File: src/rtl/core/mws_pkg.sv
// Package with shared types and constants of the mecanum wheel speed solver.
package mws_pkg;

    localparam int NumCells  = 15;          // one quotient bit per cell
    localparam int SpeedW    = 22;          // width of an unscaled wheel sum
    localparam int MagW      = 21;          // width of a wheel sum magnitude

    localparam logic [15:0] GeometrySumReset = 16'd2920;
    localparam logic [14:0] SpeedLimitReset  = 15'd3072;

    typedef enum logic [1:0] {
        REG_INVERT_SIDEWAYS = 2'd0,
        REG_INVERT_FORWARD  = 2'd1,
        REG_GEOMETRY_SUM    = 2'd2,
        REG_SPEED_LIMIT     = 2'd3
    } reg_index_t;

    typedef struct packed {
        logic signed [15:0] sideways_velocity;
        logic signed [15:0] forward_velocity;
        logic signed [15:0] yaw_rate;
    } cmd_t;

    typedef struct packed {
        logic signed [15:0] front_left_speed;
        logic signed [15:0] front_right_speed;
        logic signed [15:0] back_left_speed;
        logic signed [15:0] back_right_speed;
        logic               was_scaled;
    } wheel_t;

    typedef struct packed {
        logic        invert_sideways;
        logic        invert_forward;
        logic [15:0] geometry_sum;
        logic [14:0] speed_limit;
    } cfg_t;

    // One wheel inside the divider chain.
    typedef struct packed {
        logic              neg;
        logic [MagW-1:0]   rem;
        logic [14:0]       dlo;
        logic [14:0]       quo;
        logic [15:0]       raw;
    } lane_t;

    typedef struct packed {
        lane_t [3:0]       lane;
        logic [MagW-1:0]   divisor;
        logic              scaled;
    } cell_t;

endpackage

File: src/rtl/core/mws_front.sv
// Front pipeline: sign inversion, rotation term, wheel sums, maximum and dividend products.
module mws_front (
    input  logic             aclk,
    input  logic             aresetn,
    input  logic             adv,
    input  logic             in_valid,
    input  mws_pkg::cmd_t    in_cmd,
    input  mws_pkg::cfg_t    cfg,
    output logic             out_valid,
    output mws_pkg::cell_t   out_cell
);
    import mws_pkg::*;

    function automatic logic signed [15:0] neg_sat(input logic signed [15:0] v);
        return (v == 16'sh8000) ? 16'sh7fff : -v;
    endfunction

    logic                     v1_reg, v2_reg, v3_reg;
    logic signed [15:0]       vx1_reg, vy1_reg, vx1_next, vy1_next;
    logic signed [32:0]       prod1_reg, prod1_next;
    logic signed [SpeedW-1:0] sp2_reg [4];
    logic signed [SpeedW-1:0] sp2_next [4];
    logic signed [32:0]       kround;
    logic signed [SpeedW-1:0] k2, vx22, vy22;
    logic [MagW-1:0]          mag [4];
    logic [MagW-1:0]          mx01, mx23, mx;
    logic [35:0]              prod3 [4];
    cell_t                    cell3_reg, cell3_next;

    always_comb begin
        vx1_next   = cfg.invert_sideways ? neg_sat(in_cmd.sideways_velocity)
                                         : in_cmd.sideways_velocity;
        vy1_next   = cfg.invert_forward ? neg_sat(in_cmd.forward_velocity)
                                        : in_cmd.forward_velocity;
        prod1_next = $signed({1'b0, cfg.geometry_sum}) * 33'(in_cmd.yaw_rate);
    end

    // Division by 4096 truncating toward zero.
    always_comb begin
        kround = (prod1_reg + (prod1_reg[32] ? 33'sd4095 : 33'sd0)) >>> 12;
        k2     = SpeedW'(kround);
        vx22   = SpeedW'(vx1_reg);
        vy22   = SpeedW'(vy1_reg);
        sp2_next[0] = vy22 + vx22 - k2;
        sp2_next[1] = vy22 - vx22 + k2;
        sp2_next[2] = vy22 - vx22 - k2;
        sp2_next[3] = vy22 + vx22 + k2;
    end

    always_comb begin
        for (int i = 0; i < 4; i++) begin
            mag[i]   = sp2_reg[i][SpeedW-1] ? MagW'(-sp2_reg[i]) : MagW'(sp2_reg[i]);
            prod3[i] = 36'(mag[i]) * 36'(cfg.speed_limit);
        end
        mx01 = (mag[0] > mag[1]) ? mag[0] : mag[1];
        mx23 = (mag[2] > mag[3]) ? mag[2] : mag[3];
        mx   = (mx01 > mx23) ? mx01 : mx23;
        cell3_next.divisor = mx;
        cell3_next.scaled  = mx > MagW'(cfg.speed_limit);
        for (int i = 0; i < 4; i++) begin
            cell3_next.lane[i].neg = sp2_reg[i][SpeedW-1];
            cell3_next.lane[i].rem = prod3[i][35:15];
            cell3_next.lane[i].dlo = prod3[i][14:0];
            cell3_next.lane[i].quo = '0;
            cell3_next.lane[i].raw = sp2_reg[i][15:0];
        end
    end

    always_ff @(posedge aclk) begin
        if (!aresetn) begin
            v1_reg <= 1'b0;
            v2_reg <= 1'b0;
            v3_reg <= 1'b0;
        end else if (adv) begin
            v1_reg <= in_valid;
            v2_reg <= v1_reg;
            v3_reg <= v2_reg;
        end
    end

    always_ff @(posedge aclk) begin
        if (adv) begin
            vx1_reg   <= vx1_next;
            vy1_reg   <= vy1_next;
            prod1_reg <= prod1_next;
            sp2_reg   <= sp2_next;
            cell3_reg <= cell3_next;
        end
    end

    assign out_valid = v3_reg;
    assign out_cell  = cell3_reg;

endmodule

File: config.mk
export PLATFORM = sky130hd
export DESIGN_NAME = mws_front
export DESIGN_NICKNAME = d
export VERILOG_FILES = /design/src/rtl/core/mws_pkg.sv /design/src/rtl/core/mws_front.sv
export SDC_FILE = /design/constraint.sdc
export NUM_CORES = 2
export LEC_CHECK = 0
export BUFFER_PORTS_ARGS = -buffer_cell sky130_fd_sc_hd__buf_2
export CORE_ASPECT_RATIO = 1.5
export CORE_MARGIN = 5
export CORE_UTILIZATION = 30
export CTS_BUF_LIST = sky130_fd_sc_hd__clkbuf_4
export CTS_CLUSTER_SIZE = 14
export DETAILED_ROUTE_END_ITERATION = 8
export GPL_TIMING_DRIVEN = 0
export PLACE_DENSITY = 0.46
export SLEW_MARGIN = 20
export SYNTH_ARGS = -nofsm -noshare
export SYNTH_HDL_FRONTEND = slang
export SYNTH_SLANG_ARGS = --single-unit
File: constraint.sdc
create_clock -name aclk -period 19.4 [get_ports aclk]
set_clock_uncertainty 0.15 [all_clocks]
set_input_delay 2.91 -clock aclk [delete_from_list [all_inputs] [get_ports aclk]]
set_output_delay 2.91 -clock aclk [all_outputs]
set_load 0.02 [all_outputs]
==> qor.yml <==
status: "finished clean"
cts.path.max_buffers: 3
setup_viols_final: 0
max-cap-violations: 0
area_delta_synth_final_pct: 11.0
timing_startpoint_of_the_critical_path: "cell3_next[22]"
synth_commonest_cells: "1243 x inv_1, 1180 x fa_1, 1056 x nand2_1"
drt_drc_violations_left: 0
arrival_ns: 14.72
layout-drive-gt1-share_pct: 8.54
holdCritPathClass: "reg -> reg"
dieArea_sq_mm: 0.241
cts_repair_resize_count: 0
synth_enable_flop_cells: 381
synthDistinctLibCells: 81
numPortBuffers: 312
post_synthesis_share_of_cell_area_spent_on_and_or_nand_and_nor_gates_pct: 14.6
coreArea_sq_mm: 0.231
ys_warn_count: 0
highest_layer: "met5"
initial_core_util_pct: 30.1
die_width_microns: 403
row_count: 216
gr-total-overflow: 0
yosys.area_share.xor_xnor_pct: 4.65
synthTopCellsByArea: "fa_1 34%, edfxtp_1 17%, ha_1 13%, inv_1 6.7%, nand2_1 5.7%"
max_slew_violation_count: 0
tritoncts: "built"
syn-cell-area_sq_mm: 0.0693
routedWlPerCell_microns: 24.7
critical_path.max_stage_delay_ns: 0.79
synth-adder-area-share_pct: 47.3
wl_met2_microns: 135000
yosysSeqAreaShare_pct: 16.6
yosysTopAreaCellShare_pct: 34.1
drtPass1Iterations: 6
wl_met3_microns: 15100
routed_wl_microns: 270000
maximum_number_of_pins_on_one_net_before_global_route_repair: 93
clkSlewWorstSetupHoldPaths_ns: 0.07
setup_total_negative_slack_ns: 0
height_of_the_die_microns: 599
min_period_over_period_pct: 73.1
crit-reg2reg-launch: "cell3_next[22]"
syn_area_per_cell_sq_um: 9.47
ys_dominant_reg_cell: "edfxtp_1"
number_of_nets_with_antenna_violations_after_detailed_routing: 0
fmax_ghz: 0.0705
report.final.hold_viol_count: 0
crit_type: "reg -> reg"
worst_pin_slew_ns: 1.30
crit_required_ns: 19.93
timing.reg2reg.worst_path_depth: 36
vias_per_cell: 4.89
grt_first_pass_wirelength_microns: 389000
cts-root-buf: "clkbuf_4"
grt_pass1_vias: 57591
cts_sinks: 384
postCtsSetupBuffers: 0
route.vias.total: 53549
dp_hpwl_microns: 232000
num-nets-final: 9807
muxShareOfSynthArea_pct: 0.567
whs_path_depth: 2
synth_top_area_cell: "fa_1"
cp-end-kind: "register"
cell_occurring_most_often_along_the_worst_timing_path: "clkbuf_1"
largest_register_ffs: 230
instances_no_fill: 10953
pin_count: 380
critical_path_s_slowest_cell: "buf_1"
clock_latency_on_the_worst_skew_pair_ns: 1.07
synth.most_common_cell: "inv_1"
synth_top_family_by_area: "adder cells"
hp-start: "v1_reg"
min_period_ns: 14.19
critPathMaxFanout: 12
synth_async_sr_flop_share_pct: 0
detail_route.wirelength.met1_microns: 98500
antenna_found_initial: 46
global_route_total_usage_across_every_layer_pct: 22.2
number_of_clock_buffers_inserted_by_tritoncts: 102
placed_cells: 10757
detail_route.iter0.violations: 3245
setup.worst_path.start_class: "register"
synth-compound-area-share_pct: 7.21
cts-hold-fix-buffers: 0
finalWeightedCongestion: 0.972
postSynthCellCount: 7318
slew_headroom_pct: 12.9
unrepaired_setup_endpoints_after_global_routing: "false"
htree_num_levels: 3
postSynthRegisterBits: 384
==> layout by cell type, fill, tap and decap left out, drive strengths merged, types with 8 or more instances in the layout <==
| cell type | netlist | layout |
|---|---|---|
| a211oi | 21 | 21 |
| nand3 | 42 | 42 |
| xor2 | 93 | 93 |
| edfxtp | 381 | 381 |
| or3 | 31 | 31 |
| a31oi | 18 | 18 |
| ha | 733 | 733 |
| a21o | 88 | 88 |
| fa | 1180 | 1180 |
| nand2 | 1056 | 1056 |
| nor3 | 41 | 41 |
| nor2 | 491 | 491 |
| a21oi | 214 | 214 |
| o31a | 13 | 13 |
| o31ai | 34 | 34 |
| mux2i | 37 | 37 |
| or4 | 19 | 19 |
| diode | 0 | 11 |
| clkbuf | 284 | 419 |
| inv | 1248 | 1251 |
| and2 | 325 | 325 |
| conb | 1 | 60 |
| a21boi | 10 | 10 |
| clkinv | 14 | 56 |
| and3 | 33 | 33 |
| a31o | 8 | 8 |
| or2 | 13 | 13 |
| nand4 | 33 | 33 |
| nor2b | 47 | 47 |
| o41ai | 23 | 23 |
| a2111oi | 11 | 11 |
| xnor2 | 275 | 275 |
| o211ai | 17 | 17 |
| nand2b | 75 | 75 |
| buf | 69 | 397 |
| o21ai | 159 | 159 |
| o21bai | 39 | 39 |
| o21a | 42 | 42 |
==> worst max-delay path: cells and delay by family (launching register included) <==
family          cells  cell delay (ns)
mux                 1             0.69
xor+xnor            1             0.25
fa+ha+maj           4             1.54
simple gates        7             1.96
flops               1             0.77
buf+inv             8             4.69
compound gates     15             3.66
==> path summary, 6_finish.rpt <==
check / slack [ns] / to
min: 0.37 / v1_reg
min reg2reg: 0.37 / v1_reg
max reg2reg: 5.21 / out_cell[0]
max: 5.21 / out_cell[0]
==> area by class of cell <==
class | count | area, sq um
antenna | 11 | 27.5
buffer | 353 | 1600
clock buffer | 135 | 1010
clock inverter | 50 | 368
fill | 24128 | 154000
inverter | 1262 | 4740
multi-input combinational | 5378 | 52100
sequential | 384 | 11500
tap | 3052 | 3820
timing repair buffer | 328 | 1850
==> logic make-up (layout without fill, tap and decap cells) <==
kind of cell    after synthesis  after routing
mux                          39             39
buf+inv                    1615           2128
xor+xnor                    368            368
compound gates              765            765
flops                       384            384
simple gates               2233           2233
fa+ha+maj                  1913           1913
other cells                   1             71
==> layer usage <==
| metal | track usage (%) | vias to the layer above |
|---|---|---|
| met2 | 39.7 | 1702 |
| met1 | 24.6 | 27346 |
| li1 | - | 23943 |
| met4 | 14.2 | 10 |
| met3 | 3.41 | 548 |
| met5 | 0 | - |
==> metrics by stage <==
| stage | worst slack (ns) | area (sq um) | util [%] | hold WS, ns |
|---|---|---|---|---|
| final | 5.21 | 77000 | 33.4 | 0.371 |
| after CTS | 5.55 | 76900 | 33.4 | 0.356 |
| after global routing | 4.87 | 77000 | 33.4 | 0.375 |
| after detailed placement | 5.75 | 75600 | 32.8 | 0.366 |
| after floorplan | 9.82 | 69600 | - | 0.291 |
| after global placement | 4.95 | 74900 | 32.5 | 0.352 |
Power is left out: the tool's default activity adds up to more than one toggle a clock period on the data nets, which glitch-free logic cannot reach.
