<file path="src/rtl/core/mws_pkg.sv">
// Package with shared types and constants of the mecanum wheel speed solver.
package mws_pkg;

    localparam int NumCells  = 15;          // one quotient bit per cell
    localparam int SpeedW    = 22;          // width of an unscaled wheel sum
    localparam int MagW      = 21;          // width of a wheel sum magnitude

    localparam logic [15:0] GeometrySumReset = 16'd2920;
    localparam logic [14:0] SpeedLimitReset  = 15'd3072;

    typedef enum logic [1:0] {
        REG_INVERT_SIDEWAYS = 2'd0,
        REG_INVERT_FORWARD  = 2'd1,
        REG_GEOMETRY_SUM    = 2'd2,
        REG_SPEED_LIMIT     = 2'd3
    } reg_index_t;

    typedef struct packed {
        logic signed [15:0] sideways_velocity;
        logic signed [15:0] forward_velocity;
        logic signed [15:0] yaw_rate;
    } cmd_t;

    typedef struct packed {
        logic signed [15:0] front_left_speed;
        logic signed [15:0] front_right_speed;
        logic signed [15:0] back_left_speed;
        logic signed [15:0] back_right_speed;
        logic               was_scaled;
    } wheel_t;

    typedef struct packed {
        logic        invert_sideways;
        logic        invert_forward;
        logic [15:0] geometry_sum;
        logic [14:0] speed_limit;
    } cfg_t;

    // One wheel inside the divider chain.
    typedef struct packed {
        logic              neg;
        logic [MagW-1:0]   rem;
        logic [14:0]       dlo;
        logic [14:0]       quo;
        logic [15:0]       raw;
    } lane_t;

    typedef struct packed {
        lane_t [3:0]       lane;
        logic [MagW-1:0]   divisor;
        logic              scaled;
    } cell_t;

endpackage

</file>
<file path="src/rtl/core/mws_div_cell.sv">
// One restoring division cell: produces one quotient bit for each of the four wheels.
module mws_div_cell (
    input  logic            aclk,
    input  logic            aresetn,
    input  logic            adv,
    input  logic            in_valid,
    input  mws_pkg::cell_t  in_cell,
    output logic            out_valid,
    output mws_pkg::cell_t  out_cell
);
    import mws_pkg::*;

    logic          valid_reg;
    cell_t         cell_reg, cell_next;
    logic [MagW:0] trial [4];

    always_comb begin
        cell_next = in_cell;
        for (int i = 0; i < 4; i++) begin
            trial[i] = {in_cell.lane[i].rem, in_cell.lane[i].dlo[14]};
            cell_next.lane[i].dlo = {in_cell.lane[i].dlo[13:0], 1'b0};
            if (trial[i] >= {1'b0, in_cell.divisor}) begin
                cell_next.lane[i].rem = MagW'(trial[i] - {1'b0, in_cell.divisor});
                cell_next.lane[i].quo = {in_cell.lane[i].quo[13:0], 1'b1};
            end else begin
                cell_next.lane[i].rem = MagW'(trial[i]);
                cell_next.lane[i].quo = {in_cell.lane[i].quo[13:0], 1'b0};
            end
        end
    end

    always_ff @(posedge aclk) begin
        if (!aresetn) begin
            valid_reg <= 1'b0;
        end else if (adv) begin
            valid_reg <= in_valid;
        end
    end

    always_ff @(posedge aclk) begin
        if (adv) begin
            cell_reg <= cell_next;
        end
    end

    assign out_valid = valid_reg;
    assign out_cell  = cell_reg;

endmodule

</file>
<file path="config.mk">
export PLATFORM = sky130hd
export DESIGN_NAME = mws_div_cell
export DESIGN_NICKNAME = d
export VERILOG_FILES = /design/src/rtl/core/mws_pkg.sv /design/src/rtl/core/mws_div_cell.sv
export SDC_FILE = /design/constraint.sdc
export NUM_CORES = 1
export LEC_CHECK = 0
export BUFFER_PORTS_ARGS = -buffer_cell sky130_fd_sc_hd__buf_4
export CORE_AREA = 2 2 228 230
export CTS_BUF_LIST = sky130_fd_sc_hd__clkbuf_4 sky130_fd_sc_hd__clkbuf_8
export DETAILED_ROUTE_END_ITERATION = 7
export DIE_AREA = 0 0 230 232
export SLEW_MARGIN = 15
export SYNTH_ARGS = -nofsm -noshare
export SYNTH_HDL_FRONTEND = slang
export SYNTH_SLANG_ARGS = --single-unit
</file>
<file path="constraint.sdc">
create_clock -name aclk -period 3.3 [get_ports aclk]
set_clock_uncertainty 0.15 [all_clocks]
set_input_delay 0.66 -clock aclk [delete_from_list [all_inputs] [get_ports aclk]]
set_output_delay 0.66 -clock aclk [all_outputs]
set_load 0.005 [all_outputs]
</file>
==> impl_metrics.tcl, run 1 <==
set metrics [dict create \
    outcome "complete, no violations" \
    yosysSeqAreaShare_pct 61.6 \
    core_mm2 0.0509 \
    cp_data_required_time_ns 3.55 \
    fin_crit_sh_pct 96.9 \
    grt_max_degree 70 \
    avgSynthCellArea_um2 13.0 \
    insertion_delay_ns 0.65 \
    fillerInstances 4649 \
    critPathKind "primary input to flip-flop" \
    powerDensity_mw_per_mm2 493 \
    worst-r2r-cell-count 2 \
    die_w_um 230 \
    max_freq_mhz 313 \
    ys.flop_type "edfxtp_1" \
    track_usage_pct 24.1 \
    vias 13000 \
    cts_tree "yes" \
    cpPeakStageDelay_ns 0.56 \
    period_minus_slack_ns 3.20 \
    timing.hold.worst_path_depth 1 \
    place_hpwl_um 53600 \
    wl_um 66600 \
    routabilityCongestion 0.896 \
    drive_gt1_share_pct 44.9 \
    initial_core_util_pct 27.9 \
    cts_setup_buffers 0 \
    drc 0 \
    root_buffer "clkbuf_8" \
    synth_top_area_share_pct 61.4 \
    place_area_mm2 0.0211 \
    end_kind "flip-flop" \
    synth_cells 1090 \
    synth_edf_count 290 \
    dp_slack_ns -0.560 \
    worstMarginPinSlew_ns 0.772 \
    critPathMostFrequentCell "buf_4" \
    port_buffers 584 \
    maxSlewHeadroom_pct 48.0 \
    crit_fanout 5 \
    layout_setup_ws_ns 0.102 \
    regToRegSetupSlack_ns 2.49 \
    die_area_mm2 0.0534 \
    rsz0062_at_grt "false" \
    timing.rr.start "out_valid" \
    clk_path_buf_depth 3 \
    cp.arrival_ns 3.44 \
    hold_violations 0 \
    dieHeight_um 232 \
    ys_types 69 \
    synthesis.area_mm2 0.0142 \
    grt_pass1_wl_um 91900 \
    wl_per_cell_um 24.0 \
    startpoint_type "primary input" \
    slowest_stage "dlygate4sd3_1" \
    clk_pin_slew_ns 0.06 \
    crit_family "buffers and inverters" \
    layout.nets 2424 \
    yosysTopAreaCell "edfxtp_1" \
    grt_overflow_total 0 \
    clock-sinks 291 \
    ir_drop_v 0.000312 \
    critPathBufInv 4 \
    htreeDepth 2 \
    p_leak_nw 10.4 \
    yosys_warnings 0 \
    rr_endpoint "out_valid" \
    core.rowCount 83 \
    area_delta_synth_final_pct 66.1 \
    dr.pass1.iters 5 \
    max_cap_viol_count 0 \
    drt-vias-per-instance 4.68 \
    path_cells "dlygate4sd3_1 > buf_4 > clkinvlp_4 > ha_1 > nand2_1 > nor2_1 > nand3_1 > a31oi_1 > o32ai_4 > buf_4 > nor4b_1 > nor3_1" \
    first_iter_violations 756 \
    hp-class "primary input to flip-flop" \
    synthTopCellsByArea "edfxtp_1 61%, ha_1 7.4%, o21ai_0 3.3%, nand2_1 2.5%, a21oi_1 2.5%" \
    whs_endpoint "out_cell[49]" \
    stdcell_area_mm2 0.0236 \
    cts_buffers 56 \
    io_pins 593 \
    ys_ff_latch 291 \
    min-delay-start "in_cell[48]" \
    antenna_found_initial 28 \
    ant_nets 0 \
    drv_slew 0 \
    ys_async_sr_fraction_pct 0 \
    grt_pass1_vias 13200 \
    finalSetupViolCount 0 \
]
## cells by family after synthesis
family / synth area share [%]
flops: 61.6
buf+inv: 2.23
mux: 2.74
other cells: 0.0265
fa+ha+maj: 7.98
compound gates: 13.4
simple gates: 8.17
xor+xnor: 3.83
## sequential cells by signal (all words and copies together), names as in the netlist
name       flops
out_cell     290
out_valid      1
## worst reg2reg max path, delay by kind of cell (launching register included)
kind             cells  cell delay (ns)
DFF                  1             0.37
and+or+nand+nor      1             0.14
muxes                1             0.09
## cell usage in the layout (no fill, tap or decap), types with 5 or more instances in the layout
cell / n
mux2_4: 18
or2_2: 5
a211o_1: 5
nand2_1: 96
diode_2: 13
xnor2_1: 32
o21bai_1: 5
xor2_1: 30
buf_12: 10
clkbuf_8: 56
buf_4: 794
nand4_1: 10
ha_1: 84
o21a_1: 11
o21ai_0: 92
a211oi_1: 14
dlygate4sd3_1: 116
clkbuf_4: 9
o31ai_1: 11
a21oi_1: 70
mux2_2: 7
and3_1: 8
clkinv_2: 9
a21o_1: 35
nor2b_1: 10
nand3_1: 16
a31oi_1: 8
nor2_1: 45
bufinv_16: 8
nand2b_1: 9
inv_1: 40
clkinv_1: 16
edfxtp_1: 290
o211ai_1: 7
nor3_1: 16
## cells in the mapped netlist (16+ instances only)
master    instances
edfxtp_1        290
nand2_1          96
nor3_1           16
mux2_4           18
nand3_1          16
a21oi_1          70
a21o_1           35
o21ai_0          93
clkbuf_1         27
inv_1            42
xnor2_1          32
nor2_1           46
ha_1             84
xor2_1           30
## routing by layer
layer,up-vias,wire [µm],GRT usage [%]
li1,6097,-,-
met1,6263,25900,27.2
met2,496,33200,41.8
met3,122,4950,8.26
met4,24,2380,9.54
met5,-,172,0
## report_power, final
part	switching [mW]	internal (mW)
sequential	0.138	4.54
combinational	1.33	1.53
clock	1.73	2.34
## stage by stage
stage / setup TNS [ns] / power, mW / util (%) / std cells / hold WS [ns]
floorplan: -3.73 / 5.72 / - / 1093 / 0.357
global placement: -21.79 / 7.48 / 41.5 / 2544 / 0.393
detailed placement: -25.91 / 7.49 / 41.5 / 2544 / 0.403
CTS: 0 / 11.7 / 46.2 / 2762 / 0.000145
global route: 0 / 12.1 / 46.3 / 2769 / -0.00109
finish: 0 / 11.6 / 46.3 / 2776 / 0.0450
## timing repair
action	4_1_cts	5_1_grt
hold endpoints to repair	115	1
resized for setup	0	6
hold buffers	115	1
setup endpoints to repair	0	3
## worst max path at each step
stage                 from             to  slack, ns  depth (start not counted)
4_1_cts        in_cell[17]  out_cell[218]       0.13                         11
3_3_place_gp   in_cell[67]   out_cell[74]      -0.46                         13
3_5_place_dp    in_cell[1]  out_cell[222]      -0.56                         12
2_1_floorplan   in_cell[2]   out_cell[70]      -0.20                         10
6_report       in_cell[17]  out_cell[155]       0.10                         12
5_1_grt        in_cell[17]  out_cell[285]       0.03                         10
## area by class of cell
cell class	count	area, µm²	area share, %
inverter	42	165	0.701
clock inverter	38	398	1.69
antenna	13	32.5	0.138
tap	680	851	3.61
multi-input combinational	726	5200	22.1
clock buffer	65	838	3.56
sequential	291	8730	37.1
timing repair buffer	921	7340	31.2
Power figures use the tool's default switching activity.
==> run 2: changes to the inputs <==
clock period = 3.4 ns   (was 3.3 ns; I/O delays follow)
==> run 2 against run 1 <==
Wire length shrank 2.3%. Worst setup slack improved by 0.14 ns. Global-route usage fell by 0.45 points. Core utilization shrank 2.7 points. Largest power group unchanged.
==> impl_metrics.tcl, run 2 (same netlist as run 1, synthesis figures left out) <==
set metrics [dict create \
    outcome "complete, no violations" \
    worstMarginPinSlew_ns 0.653 \
    rsz0062_at_grt "false" \
    largest_reg_flops 290 \
    io_pins 593 \
    stdcell_area_mm2 0.0222 \
    startpoint_type "primary input" \
    insertion_delay_ns 0.63 \
    routabilityCongestion 0.871 \
    antenna_found_initial 24 \
    clock-sinks 291 \
    end_kind "flip-flop" \
    core.rowCount 83 \
    power.switching_mw 3.01 \
    final_common_cell "buf_4" \
    root_buffer "clkbuf_8" \
    dr.pass1.iters 5 \
    cts_tree "yes" \
    wl_um 65000 \
    p_leak_nw 9.84 \
    layout.nets 2306 \
    core_mm2 0.0509 \
    place_area_mm2 0.0210 \
    power_frac_seq_pct 42.7 \
    p_total_mw 10.6 \
    max_cap_viol_count 0 \
    p_int_mw 7.61 \
    drv_slew 0 \
    fin_crit_sh_pct 93.0 \
    area_delta_synth_final_pct 56.6 \
    crit_fanout 2 \
    grt_pass1_vias 12600 \
    place_hpwl_um 53300 \
    powerDensity_mw_per_mm2 479 \
    clk_path_buf_depth 3 \
    vias 12600 \
    max_freq_mhz 316 \
    hold_violations 0 \
    finalSetupViolCount 0 \
    first_iter_violations 836 \
    drive_gt1_share_pct 47.1 \
    port_buffers 584 \
    initial_core_util_pct 27.9 \
    cts_buffers 55 \
    period_minus_slack_ns 3.16 \
    dp_cells 2535 \
    clk_pin_slew_ns 0.07 \
    maxSlewHeadroom_pct 56.5 \
    die_area_mm2 0.0534 \
    swShare_pct 28.4 \
    cp_data_required_time_ns 3.64 \
    ir_drop_v 0.000255 \
    ant_nets 0 \
    drc 0 \
    htreeDepth 2 \
    drt-vias-per-instance 4.76 \
    track_usage_pct 23.7 \
    die_w_um 230 \
    critPathKind "primary input to flip-flop" \
    final_cell_mix "786 x buf_4, 290 x edfxtp_1, 96 x nand2_1" \
    layout_setup_ws_ns 0.239 \
    grt_max_degree 70 \
    dieHeight_um 232 \
    grt_overflow_total 0 \
    combinationalPowerShare_pct 24.9 \
    wl_per_cell_um 24.6 \
    cts_resized 0 \
    layout.cells.non_filler 2647 \
    cp.arrival_ns 3.40 \
    grt_pass1_wl_um 89700 \
    hp-class "primary input to flip-flop" \
    dp_slack_ns -0.547 \
    p_clk_share_pct 32.4 \
]
==> run 2: changes by cell type in the layout (fill, tap and decap cells not counted), sizes merged <==
cell and delta:
buf -7, diode -7, clkbuf +3, dlygate4sd3 -110, bufinv -6, clkinv -2
==> run 2: final cells by class <==
cell class,instances,area (µm²)
Fill cell,4811,28700
Inverter,42,161
Clock buffer,68,855
Clock inverter,30,204
Antenna cell,6,15.0
Multi-Input combinational cell,726,5190
Timing Repair Buffer,804,6200
Tap cell,680,851
Sequential cell,291,8730
==> run 2: worst max-delay path, stage by stage <==
cell      delay, ns
buf_4          0.13
inv_1          0.07
ha_1           0.16
inv_1          0.06
fa_2           0.33
a21o_1         0.20
a221oi_2       0.30
buf_4          0.16
o21ai_0        0.13
a2111o_1       0.47
a211o_1        0.29
xor2_1         0.15
mux2_2         0.26
==> run 2: final timing paths <==
path | startpoint | end | slack [ns] | cells past startpoint
min | in_cell[249] | out_cell[250] | 0.05 | 1
max | in_cell[67] | out_cell[88] | 0.24 | 13
min reg2reg | out_valid | out_valid | 0.43 | 2
max reg2reg | out_valid | out_valid | 2.61 | 2
==> run 2: per-stage QoR <==
step	hold WS (ns)	utilization [%]	setup TNS (ns)
after floorplan	0.357	-	-2.18
after global placement	0.384	41.4	-18.98
after detailed placement	0.413	41.4	-23.69
after CTS	0.0000420	43.6	0
after global routing	0.0124	43.6	0
final	0.0550	43.6	0
==> run 2: power by group through the flow <==
stage | sequential, mW | combinational, mW | clock, mW
after global placement | 4.60 | 2.64 | 0
after detailed placement | 4.60 | 2.66 | 0
after CTS | 4.54 | 2.68 | 3.56
after floorplan | 4.62 | 0.930 | 0
after global routing | 4.57 | 2.87 | 3.71
final | 4.54 | 2.65 | 3.44
==> run 2: timing repair <==
item / in CTS / in global routing
setup endpoints to repair: 0 / 13
endpoints found under the hold margin: 6 / 0
hold buffers: 6 / 0
buffers inserted: 0 / 2
==> run 2: routing by layer <==
layer  global-route usage (%)  routed length, µm  vias up
met4                     8.49               2500       32
li1                         -                  -     5846
met1                     26.1              24200     6086
met2                     41.7              32700      511
met3                     8.66               5430      127
met5                        0                230        -
==> run 3: changes to the inputs <==
REMOVE_ABC_BUFFERS = 1   (was not set)
==> run 3 against run 2 <==
Flip-flop and latch count is the same. Combinational power grew 3%. Clock-buffer cell count grew 2. Final cell count grew 3.2%.
==> impl_metrics.tcl, run 3 (same netlist as run 1, synthesis figures left out) <==
set metrics [dict create \
    hp-class "primary input to flip-flop" \
    max_cap_viol_count 0 \
    htreeDepth 2 \
    ant_nets 0 \
    largest_reg_flops 290 \
    die_w_um 230 \
    io_pins 593 \
    critPathKind "primary input to flip-flop" \
    drt-vias-per-instance 4.73 \
    routabilityCongestion 0.891 \
    cts_tree "yes" \
    fin_crit_sh_pct 93.6 \
    initial_core_util_pct 27.9 \
    cp_data_required_time_ns 3.67 \
    cts_buffers 55 \
    fillerInstances 4792 \
    root_buffer "clkbuf_8" \
    grt_pass1_vias 13400 \
    crit_fanout 3 \
    timing.hold.ws_ns 0.0500 \
    core_mm2 0.0509 \
    die_area_mm2 0.0534 \
    wl_per_cell_um 23.9 \
    clock-sinks 291 \
    grt_max_degree 70 \
    drc 0 \
    max_freq_mhz 314 \
    insertion_delay_ns 0.64 \
    grt_overflow_total 0 \
    area_delta_synth_final_pct 63.2 \
    clk_path_buf_depth 3 \
    dieHeight_um 232 \
    rsz0062_at_grt "false" \
    vias 12900 \
    drive_gt1_share_pct 45.4 \
    wl_um 65200 \
    stdcell_area_mm2 0.0231 \
    drv_slew 0 \
    track_usage_pct 23.3 \
    utilization_pct 45.5 \
    maxSlewHeadroom_pct 56.8 \
    p_leak_nw 10.3 \
    place_area_mm2 0.0211 \
    clk_pin_slew_ns 0.07 \
    powerDensity_mw_per_mm2 482 \
    setup_tns_ns 0 \
    startpoint_type "primary input" \
    period_minus_slack_ns 3.18 \
    grt_pass1_wl_um 89800 \
    ir_drop_v 0.000292 \
    dr.pass1.iters 5 \
    final_common_cell "buf_4" \
    antenna_found_initial 12 \
    layout.cells.non_filler 2732 \
    end_kind "flip-flop" \
    worst-r2r-cell-count 2 \
    hold_violations 0 \
    cp.arrival_ns 3.45 \
    layout.nets 2390 \
    first_iter_violations 578 \
    dp_cells 2543 \
    core.rowCount 83 \
    outcome "complete, no violations" \
    cts_resized 0 \
    port_buffers 584 \
    worstMarginPinSlew_ns 0.642 \
    timing.hold.worst_path_depth 1 \
    final_cell_mix "793 x buf_4, 290 x edfxtp_1, 96 x nand2_1" \
    place_hpwl_um 52900 \
    finalSetupViolCount 0 \
]
-- run 3: critical path: stages --
cell and delay, ns:
buf_4 0.11, inv_1 0.07, ha_1 0.17, inv_1 0.05, fa_1 0.38, a21o_1 0.20
a221oi_2 0.22, buf_4 0.16, buf_4 0.11, o21ai_0 0.11, a2111o_1 0.50, a211o_1 0.29
xor2_1 0.14, mux2_2 0.25
-- run 3: through the flow --
step,total power [mW],setup WS [ns]
6_report,11.1,0.216
5_1_grt,11.6,0.0807
4_1_cts,11.3,0.261
3_5_place_dp,7.26,-0.490
3_3_place_gp,7.25,-0.475
2_1_floorplan,5.54,-1.77
-- run 3: power by group --
group          total [mW]  switching (mW)  leakage, nW  internal [mW]
Combinational        2.73            1.27         6.79           1.46
Sequential           4.54           0.139         2.85           4.40
Clock                3.87            1.72        0.625           2.15
-- run 3: final timing paths --
kind / end / from / slack [ns]
worst min register to register: out_valid / out_valid / 0.43
worst max register to register: out_valid / out_valid / 2.61
worst min-delay path: out_cell[163] / in_cell[163] / 0.05
worst max-delay path: out_cell[88] / in_cell[67] / 0.22
-- run 3: area by class of cell --
class,instances,area (µm²),share of cell area [%]
Clock buffer,70,870,3.76
Timing Repair Buffer,888,7010,30.3
Clock inverter,33,327,1.41
Antenna cell,2,5.00,0.0216
Inverter,42,158,0.682
Sequential cell,291,8730,37.7
Multi-Input combinational cell,726,5180,22.4
Tap cell,680,851,3.68
-- run 3: metal layers --
metal  track usage (%)  vias to the layer above  part of all wire, %
met5                 0                        -                 0.18
met1              26.1                     6335                   38
met2              43.6                      464                   53
met3              6.40                       91                  7.2
li1                  -                     6013                    -
met4              5.67                       16                  2.3
-- run 3: what timing repair did --
action,CTS,global route
endpoints found under the hold margin,84,0
setup buffers,0,0
hold buffers,84,0
